--- config.mk ---
export PLATFORM = sky130hd
export DESIGN_NAME = desort_store
export DESIGN_NICKNAME = d
export VERILOG_FILES = /design/src/hdl/directory_entry_insertion_sort_top_macros.svh /design/src/hdl/desort_pkg.sv /design/src/hdl/desort_store.sv
export SDC_FILE = /design/constraint.sdc
export NUM_CORES = 2
export LEC_CHECK = 0
export ABC_AREA = 1
export BUFFER_PORTS_ARGS = -buffer_cell sky130_fd_sc_hd__buf_2
export CAP_MARGIN = 20
export CORE_ASPECT_RATIO = 0.6
export CORE_MARGIN = 2
export CORE_UTILIZATION = 34
export DETAILED_ROUTE_END_ITERATION = 16
export MAX_ROUTING_LAYER = met4
export PLACE_DENSITY_LB_ADDON = 0.25
export SLEW_MARGIN = 20
export SYNTH_ARGS = -nofsm -noshare
export SYNTH_HDL_FRONTEND = slang
export SYNTH_SLANG_ARGS = --single-unit
--- constraint.sdc ---
create_clock -name clk_i -period 10.4 [get_ports clk_i]
set_input_delay 2.08 -clock clk_i [delete_from_list [all_inputs] [get_ports clk_i]]
set_output_delay 2.08 -clock clk_i [all_outputs]
set_load 0.03 [all_outputs]
--- src/hdl/directory_entry_insertion_sort_top_macros.svh ---
// assertion macros for the sorter controller
`ifndef DIRECTORY_ENTRY_INSERTION_SORT_TOP_MACROS_SVH
`define DIRECTORY_ENTRY_INSERTION_SORT_TOP_MACROS_SVH

// same-cycle implication, checked on every rising edge outside reset
`define DESORT_ASSERT_NOW(lbl, ante, cons, msg) \
  lbl: assert property (@(posedge clk_i) disable iff (!rst_ni) (ante) |-> (cons)) \
    else $error(msg);

// next-cycle implication
`define DESORT_ASSERT_NEXT(lbl, ante, cons, msg) \
  lbl: assert property (@(posedge clk_i) disable iff (!rst_ni) (ante) |=> (cons)) \
    else $error(msg);

`endif

--- src/hdl/desort_pkg.sv ---
// types, constants and name key function for the directory entry sorter
package desort_pkg;

  localparam int DefaultMaxEntries = 32;
  localparam int NameBytes         = 14;
  localparam int KeyW              = 8 * NameBytes;

  typedef struct packed {
    logic [15:0] entry_inode;
    logic [63:0] name_head;
    logic [47:0] name_tail;
    logic        final_entry;
  } entry_in_t;

  typedef struct packed {
    logic [15:0] sorted_inode;
    logic [63:0] sorted_name_head;
    logic [47:0] sorted_name_tail;
    logic        run_end;
    logic        overflowed;
  } result_t;

  // one stored entry, 128 bits
  typedef struct packed {
    logic [15:0] inode;
    logic [63:0] head;
    logic [47:0] tail;
  } slot_t;

  // zero every byte after the first zero byte, so a plain unsigned compare
  // of the keys gives the terminated string order
  function automatic logic [KeyW-1:0] name_key(logic [63:0] head, logic [47:0] tail);
    logic [KeyW-1:0] raw;
    logic [KeyW-1:0] key;
    logic            ended;
    raw   = {head, tail};
    key   = '0;
    ended = 1'b0;
    for (int i = 0; i < NameBytes; i++) begin
      if (!ended) begin
        key[KeyW-1-8*i -: 8] = raw[KeyW-1-8*i -: 8];
      end
      if (raw[KeyW-1-8*i -: 8] == 8'h00) begin
        ended = 1'b1;
      end
    end
    return key;
  endfunction

endpackage

--- src/hdl/desort_store.sv ---
// entry memory: one write port, one read port with registered read data
module desort_store import desort_pkg::*; #(
  parameter int MaxEntries = DefaultMaxEntries,
  parameter int AddrW      = $clog2(MaxEntries)
) (
  input  logic             clk_i,
  input  logic             we_i,
  input  logic [AddrW-1:0] waddr_i,
  input  slot_t            wdata_i,
  input  logic             re_i,
  input  logic [AddrW-1:0] raddr_i,
  output slot_t            rdata_o
);

  slot_t mem [MaxEntries];
  slot_t rdata_q;

  always_ff @(posedge clk_i) begin
    if (we_i) begin
      mem[waddr_i] <= wdata_i;
    end
  end

  always_ff @(posedge clk_i) begin
    if (re_i) begin
      rdata_q <= mem[raddr_i];
    end
  end

  assign rdata_o = rdata_q;

endmodule

# Word level (Yosys, flattened, before mapping)
# Memories as Yosys holds them, arrays and structs flattened. A register that Yosys moved wholly into a read port is not among the register bits.
# Index checks and enable logic that the tools add are counted.
# totals
reg_bits	0
mem_bits_rw	4096
mem_count	1
# memory_table
name	words	width	rd	rd_clocked_by_memory_dff	write_ports	line_no	rtl
mem	32	128	1	1	1	desort_store.sv:15	slot_t mem [MaxEntries];
# classes
n_mux	2
# op_table
operator	count
1-bit 2-to-1 mux	2

# Depth between registers and ports, before layout
# depth
word_depth	2
depth_mapped	11
ltp_nobuf	7

# Least setup slack after synthesis
# No wires, ideal clock.
# synth_path
path_kind	input-to-reg
start	input port waddr_i[0]
end	memory mem[0][0] (netlist bit), enable pin
t_arrival_ns	7.701
required_time_ns	9.783
path_slack_ns	2.081
cell_stages	3
cell_sequence	inv_1 -> nand3_1 -> nor2_1
# synth_lines
item	line_no	rtl
start, declared	desort_store.sv:8	input logic [AddrW-1:0] waddr_i,
end, declared	desort_store.sv:15	
# No word-level cell before the write port.

==> run metrics <==
status finished, final reports clean; DP Area about 170000 um^2; FF+latch count, synth approximately 4200; clock power share about two fifths; Detail Placement HPWL 243 mm; global-route usage over all layers 21.4%; Post-DRT Antenna Nets 0; most used cell, CP nand3_1; share of post-route cells with drive strength above 1 around 7.6%; crit-path cells buf_12 -> buf_4 -> buf_12 -> buf_4 -> nand2_1 -> nand3_1 -> nand3_1 -> nand3_1 -> nand3_1 -> nand2_1; Setup Skew roughly 0.077 ns; antenna violations before repair just under 80; # hold bufs at CTS 0; Slew Limit Fails 0; Crit Path Category in2reg; GRT overflow 0; Worst setup EP type register; P_leak 63.9 nW; area used by multi-input combinational logic roughly 35000 um^2; final count of negative-setup-slack endpoints 0; PD cells roughly 190 nW/um^2; Int Pwr ~0.027 W; Post-Syn Instances 13200; Post-Layout Cell Count 20100; Crit path max-delay family buffers and inverters; Clock Tree Buf Depth 4; CTS buffer count between 300 and 400; placeable core area 490000 um^2; routed wire length between 500 and 600 mm; worst min-delay path class reg2reg; DRC violations left 0; register area share after synthesis between 70% and 80%; maximum net fanout on the critical path 181; max-cap violations 0; htree depth 5; crit-path max cell delay between 0.8 and 0.9 ns; nets between 10000 and 15000; Place WS about 4.3 ns; clk sink count approximately 4200; pin count of the biggest net entering global routing between 200 and 250; synth unique cells 13; clk_lat worst skew roughly 0.96 ns; crit path time final about 5 ns; Comb pwr share between 5 and 6%; crit path DAT 5.88 ns; Buffers & Inverters on Critical Path 4; I/O Buffers between 200 and 300; fin crit share 49.2%; Clock Tree Root clkbuf_16; CTS tree built; global-route wire length before repair 761 mm; Fmax achieved about 0.20 GHz; Yosys Warn Count 0; drt first pass iters 5; unrepaired setup endpoints after global routing false; setup TNS 0 ns; DR vias/cell about 5.3; startpoint types primary input; Sw Pwr ~0.0082 W; Slowest cell on crit path buf_4; Worst EP required ~11 ns; syn nets roughly 13000; Final Hold Vio Count 0; Clock Pin Slew Worst Setup and Hold Paths roughly 0.07 ns; post-synthesis area per instance 12.6 um^2; Final Cell Area 187000 um^2; Synth Cell Area 167000 um^2; Slew HR between 10% and 20%; Die Y approximately 550 um; Initial Util around 34%; full die area a little under 500000 um^2; peak supply drop about 140 uV; post-route setup slack ~5.3 ns; sequential share of power between 50% and 60%; switching share of power 23.1%; Iter 0 DRT Violations 13100; drt wl/cell ~27 um; via count ~110k; vias in the first global route 97600; sequential standard cell area 127000 um^2; dpl cells approximately 19000; GPL Wtd Cong 0.748; Area Overhead vs Synth 11.7%; std cell rows around 200; # resized after CTS 0; Setup Buffers After CTS 0; Worst-Margin Slew about 1.3 ns; io pins around 270; Die X approximately 910 um; final-layout fill cell count 46600
[metrics by stage]
| stage | utilization [%] | total power (W) | hold slack [ns] |
|---|---|---|---|
| 6_report | 38.1 | 0.0355 | 0.721 |
| 5_1_grt | 38.1 | 0.0366 | 0.815 |
| 4_1_cts | 38.1 | 0.0357 | 0.722 |
| 3_5_place_dp | 35.6 | 0.0216 | 0.756 |
| 3_3_place_gp | 35.6 | 0.0216 | 0.753 |
| 2_1_floorplan | - | 0.0207 | 0.716 |
[worst min-delay path, stage by stage, from the launching register on]
cell and delay, ns:
edfxtp_1 0.33, nand2_1 0.05, nand3_1 0.06, nand3_1 0.07
nand3_1 0.07, nand3_1 0.06, nand2_1 0.06
[power groups by stage]
stage,Combinational [W],Clock [W],Sequential [W]
floorplan,0.00115,0,0.0195
global placement,0.00210,0,0.0195
detailed placement,0.00211,0,0.0195
CTS,0.00211,0.0145,0.0191
global route,0.00230,0.0152,0.0191
finish,0.00210,0.0143,0.0191
[synth_stat cells]
cell type / number / area, um^2
edfxtp_1: 4224 / 127000
nand2_1: 4224 / 15900
nand3_1: 3852 / 19300
buf_2: 497 / 2490
clkbuf_1: 118 / 443
buf_4: 105 / 788
buf_1: 85 / 319
buf_6: 74 / 833
nor2_1: 32 / 120
inv_1: 7 / 26.3
inv_4: 2 / 12.5
buf_8: 1 / 15.0
inv_2: 1 / 3.75
[per-layer routing]
layer | part of all wire, % | vias to the layer above | GRT usage (%)
met4 | 1.6 | 0 | 3.47
met5 | 0 | - | -
li1 | - | 47500 | -
met3 | 7.8 | 624 | 3.25
met2 | 44 | 4162 | 31.5
met1 | 46 | 53500 | 32.1
[worst paths after layout]
check / slack, ns / startpoint / cells past startpoint / to
setup / recovery: 5.28 / raddr_i[0] / 10 / rdata_o[3]
hold / removal: 0.72 / mem[6][114] / 6 / rdata_o[114]
setup reg to reg: 8.61 / mem[23][117] / 6 / rdata_o[117]
hold reg to reg: 0.72 / mem[6][114] / 6 / rdata_o[114]
[final cells by class]
class / count / share of cell area [%]
clock inverter: 208 / 1.07
tap: 6532 / 4.38
clock buffer: 482 / 5.46
sequential: 4224 / 68.0
multi-input combinational: 8108 / 19.0
inverter: 10 / 0.0496
antenna: 70 / 0.0939
timing repair buffer: 477 / 1.92
[registers in the layout, summed over array words and instances (netlist names)]
name,flops
mem,4096
rdata_o,128
[layout by cell type, fill, tap and decap left out, drive strengths merged]
| master | n |
|---|---|
| inv | 19 |
| diode | 70 |
| nor2 | 32 |
| clkbuf | 482 |
| nand3 | 3852 |
| clkinv | 148 |
| edfxtp | 4224 |
| buf | 477 |
| bufinv | 35 |
| clkinvlp | 16 |
| nand2 | 4224 |
[cells by family (layout without fill, tap and decap cells)]
| logic type | count (synthesis) | after routing | share of synthesized area [%] |
|---|---|---|---|
| AND/OR/NAND/NOR | 8108 | 8108 | 21.1 |
| flip-flops | 4224 | 4224 | 75.9 |
| buffers and inverters | 890 | 1177 | 2.95 |
| other | 0 | 70 | 0 |
No activity file was read; power rests on OpenSTA's default activity.
