$ cat src/hdl/directory_entry_insertion_sort_top_macros.svh
// assertion macros for the sorter controller
`ifndef DIRECTORY_ENTRY_INSERTION_SORT_TOP_MACROS_SVH
`define DIRECTORY_ENTRY_INSERTION_SORT_TOP_MACROS_SVH

// same-cycle implication, checked on every rising edge outside reset
`define DESORT_ASSERT_NOW(lbl, ante, cons, msg) \
  lbl: assert property (@(posedge clk_i) disable iff (!rst_ni) (ante) |-> (cons)) \
    else $error(msg);

// next-cycle implication
`define DESORT_ASSERT_NEXT(lbl, ante, cons, msg) \
  lbl: assert property (@(posedge clk_i) disable iff (!rst_ni) (ante) |=> (cons)) \
    else $error(msg);

`endif

$ cat src/hdl/desort_pkg.sv
// types, constants and name key function for the directory entry sorter
package desort_pkg;

  localparam int DefaultMaxEntries = 32;
  localparam int NameBytes         = 14;
  localparam int KeyW              = 8 * NameBytes;

  typedef struct packed {
    logic [15:0] entry_inode;
    logic [63:0] name_head;
    logic [47:0] name_tail;
    logic        final_entry;
  } entry_in_t;

  typedef struct packed {
    logic [15:0] sorted_inode;
    logic [63:0] sorted_name_head;
    logic [47:0] sorted_name_tail;
    logic        run_end;
    logic        overflowed;
  } result_t;

  // one stored entry, 128 bits
  typedef struct packed {
    logic [15:0] inode;
    logic [63:0] head;
    logic [47:0] tail;
  } slot_t;

  // zero every byte after the first zero byte, so a plain unsigned compare
  // of the keys gives the terminated string order
  function automatic logic [KeyW-1:0] name_key(logic [63:0] head, logic [47:0] tail);
    logic [KeyW-1:0] raw;
    logic [KeyW-1:0] key;
    logic            ended;
    raw   = {head, tail};
    key   = '0;
    ended = 1'b0;
    for (int i = 0; i < NameBytes; i++) begin
      if (!ended) begin
        key[KeyW-1-8*i -: 8] = raw[KeyW-1-8*i -: 8];
      end
      if (raw[KeyW-1-8*i -: 8] == 8'h00) begin
        ended = 1'b1;
      end
    end
    return key;
  endfunction

endpackage

$ cat src/hdl/desort_ctrl.sv
// insertion and emission sequencer around the entry memory
`include "directory_entry_insertion_sort_top_macros.svh"

module desort_ctrl import desort_pkg::*; #(
  parameter int MaxEntries = DefaultMaxEntries,
  parameter int AddrW      = $clog2(MaxEntries),
  parameter int CntW       = $clog2(MaxEntries + 1)
) (
  input  logic             clk_i,
  input  logic             rst_ni,
  input  logic             start_i,
  input  entry_in_t        entry_i,
  output logic             busy_o,
  output logic             mem_we_o,
  output logic [AddrW-1:0] mem_waddr_o,
  output slot_t            mem_wdata_o,
  output logic             mem_re_o,
  output logic [AddrW-1:0] mem_raddr_o,
  input  slot_t            mem_rdata_i,
  output logic             out_valid_o,
  output logic             out_last_o,
  output logic             out_ovf_o
);

  localparam logic [1:0] StIdle  = 2'd0;
  localparam logic [1:0] StScan  = 2'd1;
  localparam logic [1:0] StPlace = 2'd2;
  localparam logic [1:0] StEmit  = 2'd3;

  logic [1:0]      state_q, state_d;
  logic [CntW-1:0] count_q, count_d;
  logic            ovf_q, ovf_d;
  logic [AddrW-1:0] j_q, j_d;
  logic [AddrW-1:0] e_q, e_d;
  slot_t           new_q, new_d;
  logic [KeyW-1:0] key_q, key_d;
  logic            final_q, final_d;
  logic            out_vld_q, out_vld_d;
  logic            out_last_q, out_last_d;
  logic            out_ovf_q, out_ovf_d;

  logic            accept;
  logic            full;
  logic            stored_gt;
  logic            emit_last;

  assign accept    = start_i && (state_q == StIdle);
  assign full      = (count_q == CntW'(MaxEntries));
  assign stored_gt = name_key(mem_rdata_i.head, mem_rdata_i.tail) > key_q;
  assign emit_last = ((CntW'(e_q) + CntW'(1)) == count_q);

  always_comb begin
    state_d     = state_q;
    count_d     = count_q;
    ovf_d       = ovf_q;
    j_d         = j_q;
    e_d         = e_q;
    new_d       = new_q;
    key_d       = key_q;
    final_d     = final_q;
    out_vld_d   = 1'b0;
    out_last_d  = 1'b0;
    out_ovf_d   = out_ovf_q;
    mem_we_o    = 1'b0;
    mem_waddr_o = '0;
    mem_wdata_o = new_q;
    mem_re_o    = 1'b0;
    mem_raddr_o = '0;

    case (state_q)
      StIdle: begin
        if (accept) begin
          new_d.inode = entry_i.entry_inode;
          new_d.head  = entry_i.name_head;
          new_d.tail  = entry_i.name_tail;
          key_d       = name_key(entry_i.name_head, entry_i.name_tail);
          final_d     = entry_i.final_entry;
          e_d         = '0;
          if (full) begin
            ovf_d = 1'b1;
            if (entry_i.final_entry) begin
              state_d = StEmit;
            end
          end else if (count_q == '0) begin
            mem_we_o    = 1'b1;
            mem_waddr_o = '0;
            mem_wdata_o = new_d;
            count_d     = CntW'(1);
            if (entry_i.final_entry) begin
              state_d = StEmit;
            end
          end else begin
            // walk down from the last stored entry
            mem_re_o    = 1'b1;
            mem_raddr_o = AddrW'(count_q - CntW'(1));
            j_d         = AddrW'(count_q - CntW'(1));
            state_d     = StScan;
          end
        end
      end
      StScan: begin
        mem_we_o    = 1'b1;
        mem_waddr_o = j_q + AddrW'(1);
        if (stored_gt) begin
          // move the greater entry up one slot
          mem_wdata_o = mem_rdata_i;
          if (j_q == '0) begin
            state_d = StPlace;
          end else begin
            mem_re_o    = 1'b1;
            mem_raddr_o = j_q - AddrW'(1);
            j_d         = j_q - AddrW'(1);
          end
        end else begin
          mem_wdata_o = new_q;
          count_d     = count_q + CntW'(1);
          state_d     = final_q ? StEmit : StIdle;
        end
      end
      StPlace: begin
        mem_we_o    = 1'b1;
        mem_waddr_o = '0;
        mem_wdata_o = new_q;
        count_d     = count_q + CntW'(1);
        state_d     = final_q ? StEmit : StIdle;
      end
      StEmit: begin
        mem_re_o    = 1'b1;
        mem_raddr_o = e_q;
        out_vld_d   = 1'b1;
        out_last_d  = emit_last;
        out_ovf_d   = ovf_q;
        if (emit_last) begin
          count_d = '0;
          ovf_d   = 1'b0;
          state_d = StIdle;
        end else begin
          e_d = e_q + AddrW'(1);
        end
      end
      default: begin
        state_d = StIdle;
      end
    endcase
  end

  always_ff @(posedge clk_i or negedge rst_ni) begin
    if (!rst_ni) begin
      state_q    <= StIdle;
      count_q    <= '0;
      ovf_q      <= 1'b0;
      j_q        <= '0;
      e_q        <= '0;
      out_vld_q  <= 1'b0;
      out_last_q <= 1'b0;
      out_ovf_q  <= 1'b0;
    end else begin
      state_q    <= state_d;
      count_q    <= count_d;
      ovf_q      <= ovf_d;
      j_q        <= j_d;
      e_q        <= e_d;
      out_vld_q  <= out_vld_d;
      out_last_q <= out_last_d;
      out_ovf_q  <= out_ovf_d;
    end
  end

  always_ff @(posedge clk_i) begin
    new_q   <= new_d;
    key_q   <= key_d;
    final_q <= final_d;
  end

  assign busy_o      = (state_q != StIdle);
  assign out_valid_o = out_vld_q;
  assign out_last_o  = out_last_q;
  assign out_ovf_o   = out_ovf_q;

  `DESORT_ASSERT_NOW(a_count_bound, 1'b1, count_q <= CntW'(MaxEntries), "entry count beyond capacity")
  `DESORT_ASSERT_NOW(a_port_conflict, mem_we_o && mem_re_o, mem_waddr_o != mem_raddr_o, "read and write hit one entry")
  `DESORT_ASSERT_NOW(a_result_from_emit, out_vld_q, $past(state_q) == StEmit, "result strobe outside emission")
  `DESORT_ASSERT_NEXT(a_full_drop, accept && full, !mem_we_o && count_q == CntW'(MaxEntries), "dropped entry was written")
  `DESORT_ASSERT_NEXT(a_run_clears, out_vld_d && out_last_d, count_q == '0 && !ovf_q, "store not emptied after run")

endmodule
$ cat config.mk
export PLATFORM = sky130hd
export DESIGN_NAME = desort_ctrl
export DESIGN_NICKNAME = d
export VERILOG_FILES = /design/src/hdl/desort_pkg.sv /design/src/hdl/desort_ctrl.sv
export VERILOG_INCLUDE_DIRS = /design/src /design/src/hdl
export SDC_FILE = /design/constraint.sdc
export NUM_CORES = 1
export LEC_CHECK = 0
export CAP_MARGIN = 30
export CELL_PAD_IN_SITES_DETAIL_PLACEMENT = 0
export CELL_PAD_IN_SITES_GLOBAL_PLACEMENT = 1
export CORE_MARGIN = 2
export CORE_UTILIZATION = 44
export DETAILED_ROUTE_END_ITERATION = 10
export DONT_BUFFER_PORTS = 1
export PLACE_DENSITY = 0.78
export SETUP_SLACK_MARGIN = 0.3
export SLEW_MARGIN = 20
export SYNTH_ARGS = -nofsm -noshare
export SYNTH_HDL_FRONTEND = slang
export SYNTH_SLANG_ARGS = --single-unit
$ cat constraint.sdc
create_clock -name clk_i -period 9.1 [get_ports clk_i]
set_input_delay 1.82 -clock clk_i [delete_from_list [all_inputs] [get_ports clk_i]]
set_output_delay 1.82 -clock clk_i [all_outputs]
set_load 0.01 [all_outputs]
Word-level counts from Yosys, hierarchy flattened
Index checks and enable logic that the tools add are counted.
{"block": "totals", "regBits": 263, "latchBits": 0, "mem_bits_rw": 0, "romBits": 0, "inputBits": 260, "output_inout_bits": 144, "word_cells": 206, "n_memories": 0}
{"block": "op_classes", "add_sub_neg": 6, "mul": 0, "n_div": 0, "magnitude_cmp": 1, "eq_ne": 16, "shifts": 0, "n_mux": 117, "bitwise_logic": 0, "reduce_logical": 40}
{"op": "$mux W128", "n": 4}
{"op": "$pmux W128 S2", "n": 1}
{"op": "$logic_not A8 Y1", "n": 26}
{"op": "$gt A112 B112 Y1", "n": 1}
{"op": "$mux W8", "n": 13}
{"op": "$mux W1", "n": 65}
{"op": "$mux W5", "n": 13}
{"op": "$mux W6", "n": 5}
{"op": "$pmux W6 S4", "n": 1}
{"op": "$pmux W5 S2", "n": 2}
{"op": "$ne A2 B2 Y1 const B", "n": 9}
{"op": "$mux W2", "n": 8}
{"op": "$pmux W5 S3", "n": 1}
{"op": "$add A5 B1 Y5 const B", "n": 2}
{"op": "$sub A5 B1 Y5 const B", "n": 2}
{"op": "$pmux W2 S4", "n": 1}
{"op": "$add A5 B1 Y6 const B", "n": 1}
{"op": "$add A6 B1 Y6 const B", "n": 1}
{"op": "$eq A6 B6 Y1", "n": 1}
{"op": "$eq A6 B6 Y1 const B", "n": 1}
{"op": "$logic_not A6 Y1", "n": 1}
{"op": "$reduce_and A3 Y1", "n": 2}
{"op": "$reduce_and A6 Y1", "n": 1}
{"op": "$reduce_bool A2 Y1", "n": 3}
{"op": "13 further kinds", "n": 15}

Logic depth before layout (Yosys ltp)
{"block": "logic_depth", "ltp_word": 40, "ltp_mapped": 22}

Least setup slack after synthesis
Ideal clock, no wire load.
{"block": "synth_timing", "path_type": "input-to-output", "startpoint": "in start_i", "endpoint": "out mem_wdata_o[100] (netlist name)", "t_arrival_ns": 7.874, "required_time_ns": 7.280, "setup_slack_ns": -0.594, "cell_stages": 8, "path_cell_list": "nand2_1 -> inv_1 -> nand2_1 -> clkbuf_1 -> clkbuf_1 -> clkbuf_1 -> o211ai_1 -> nand3_1"}
{"element": "start, declared", "line": "desort_ctrl.sv:11", "rtl": "input logic start_i,"}
{"element": "end, declared", "line": "desort_ctrl.sv:16", "rtl": "output slot_t mem_wdata_o,"}

==> reports/qor.txt <==
Status: complete, no violations
Total congestion overflow: 0
Ys async rst share: 8.63%
Critical Path Stages: 21
Area of the multi-input gates: 9290 µm²
Worst-path cell chain: nor4_1, nand2_1, nand2_1, a21oi_2, a21boi_4, and3_2, a21boi_4, a21boi_4, and2_1, ha_1, a21oi_1, o21ai_1, a221oi_1, nor3_1, o41ai_1, buf_4, a21bo_4, buf_6, buf_8, nand3_1, nand3_1
Routability Congestion: 0.888
Max Slew Vio Count: 0
WP buf/inv: 3
MaxCap Viol Count: 0
Pre-CTS setup slack: 0.0652 ns
Worst path max stage delay: 0.38 ns
Vias in the first global route: 14600
Clock buffer depth: 3
Vias per cell: 6.40
Post-route DRC: 0
Largest net degree at the start of global routing: 71
Pleak: 8.04 nW
Largest cells by area after synthesis: edfxtp_1 (40%), ha_1 (8.6%), nand3_1 (4.6%)
Final #Nets: 2242
Final setup violation count: 0
Routed met3 length: 6050 µm
Antenna-violating nets left: 0
Ratio of cells with drive above 1 in the final layout: 7.59%
Crit start category: input pin
Post-route minimum period: 8.41 ns
Row cnt: 73
Synth top cells by count: edfxtp_1 (233), nand3_1 (164), a21oi_1 (158)
Cell Pwr Density: 287 nW/µm²
H-tree depth: 1
Chip width: 205 µm
CP startpoint: mem_rdata_i[98]
CTS sink count: 255
Cells after Synth: 1881
Setup TNS: 0 ns
Core Region: 39700 µm²
# hold bufs at CTS: 0
Crit. End Element: primary output
Synthesis-to-finish area growth: 10.8%
RSZ-0062 raised after global routing: true
Fmax: 0.119 GHz
Largest delay share family, worst path: compound AO/OA/AOI/OAI gates
Vias: 15400
EDFF count, synth: 233
Fillers: 3690
Clock slew seen by the registers of the worst setup and hold paths: 0.07 ns
Post-synthesis cell type count: 75
R2R Path Start: new_q[107]
Full die area: 41800 µm²
Slew Limit Headroom: 41.5%
Final Hold Fails: 0
CTS Buf Count: 31
Post-Syn Nets: 2262
Final core utilization: 49.3%
Synth Flop Type: edfxtp_1
Total Wirelength: 59500 µm
Top-count cell post-synth: edfxtp_1
Top cell type's share of synthesized area: 39.6%
Slowest cell on the critical path: o41ai_1
CP Max Fanout: 29
DRT met1 WL: 24400 µm
Pre-antenna DRT Iters: 5
Synth Register Bits: 255
Worst-Margin Slew: 0.878 ns
Post-Layout Cell Count: 2409
Area leader, netlist: edfxtp_1
Total track usage: 27.3%
Final period util: 92.4%
Port Buffers: 0
Critical Path RT: 7.28 ns
Initial drt markers: 1391
WS Path Type: in2out
Uppermost layer routed: met4
Placed Cells: 2350
Antenna diodes: 0
Die H: 205 µm
Number of antenna violations at the first check in global routing: 0
CP dominant cell by count: a21boi_4
Hold path start: ovf_q
IO Pins: 404
Worst hold path depth: 2
Sequential area share after synthesis: 42.7%
Yosys warns: 0
Post-DR wirelength/cell: 24.7 µm
HP Class: reg2reg
CTS tree: built
Maximum VDD drop: 198 µV
Clock root buffer: clkbuf_16
Final WS setup: 0.692 ns
Register area: 7550 µm²
Skew final: 0.0124 ns
Post-DP HPWL: 43000 µm
Data arrival, critical path: 6.59 ns
Metal2 WL: 27500 µm
R2R cell count: 13
First-pass GRT wire length: 88700 µm
Initial Util: 44.5%
Synthesized area per cell: 9.40 µm²
Clock Latency Late Sink: 0.58 ns
Synthesized area: 17700 µm²
## final cells by class
cell class                 count  area share, %
clock buffer                  36           4.05
multi-input combinational   1375           47.4
timing repair buffer          60           2.90
inverter                     138           2.66
clock inverter                20           1.13
tap                          525           3.35
sequential                   255           38.5
## placed cells by master (no fill, tap or decap), types with 3 or more instances in the layout
master,count
edfxtp_1,233
nand3_1,164
a21oi_1,157
inv_1,134
and2_1,120
ha_1,119
nand2_1,116
and3_1,91
a21o_1,80
o21ai_0,79
a22oi_1,73
o211ai_1,70
nor4_1,53
buf_4,50
nor2_1,34
clkbuf_16,31
a221o_1,28
nand4_1,26
mux2i_1,26
dfrtp_1,22
nor3_1,15
a22o_1,13
clkinv_1,8
xor2_1,8
clkinv_2,8
buf_12,7
o21ai_1,6
nor4_2,5
o21a_1,5
bufinv_16,5
clkbuf_1,5
a221oi_1,4
a31oi_1,4
or3_1,4
or2_2,4
a21boi_4,3
a211oi_1,3
xnor2_1,3
a21boi_2,3
## worst reg2reg max path, cell delays in order, from the launching register on
cell,delay [ns]
edfxtp_1,0.35
inv_1,0.06
ha_1,0.31
nand4_1,0.18
nor4_2,0.63
nand3_1,0.28
a311oi_1,0.28
o41ai_1,0.12
buf_4,0.17
a21oi_4,0.27
buf_4,0.35
or3_1,0.34
nor3_1,0.09
a211o_1,0.24
## power breakdown
group | switching (mW) | total, mW | internal [mW]
clock | 0.505 | 1.26 | 0.759
sequential | 0.121 | 1.67 | 1.55
combinational | 1.77 | 2.69 | 0.913
## per-layer routing
layer / up-vias / global-route usage, %
met3: 104 / 7.06
met4: 0 / 7.97
met2: 791 / 43.9
met5: - / 0
met1: 7409 / 36.3
li1: 7108 / -
## timing repair
item                                    4_1_cts  5_1_grt
endpoints found under the setup margin       42      126
gates cloned                                  0        1
setup buffers                                 0        1
pin swaps                                     0        0
resized for setup                             4       11
## registers in the layout, indices dropped and copies added, names as in the netlist
signal and cells:
new_q 128, key_q 104, count_q 6, e_q 5, j_q 5, state_q 2, final_q 1, out_last_o 1
out_ovf_o 1, out_valid_o 1, ovf_q 1
## cells by family after synthesis
| logic type | share of synthesized area (%) |
|---|---|
| simple gates | 19.9 |
| compound gates | 21.2 |
| flops | 42.7 |
| buf+inv | 5.53 |
| fa+ha+maj | 8.56 |
| mux | 1.60 |
| xor+xnor | 0.545 |
## metrics by stage
step | power, mW | hold WS [ns] | cell area [µm²]
floorplan | 3.57 | 0.464 | 17700
global placement | 4.30 | 0.490 | 18400
detailed placement | 4.35 | 0.511 | 18500
CTS | 5.62 | 0.525 | 19500
global route | 5.96 | 0.572 | 19600
finish | 5.62 | 0.526 | 19600
## worst paths after layout
path	to	slack, ns
worst max-delay path	mem_wdata_o[64]	0.69
worst min-delay path	ovf_q	0.53
worst max register to register	count_q[2]	5.32
worst min register to register	ovf_q	0.53
max in group asynchronous	j_q[2]	8.08
min in group asynchronous	count_q[0]	0.93
(Power assumes the default switching activity.)
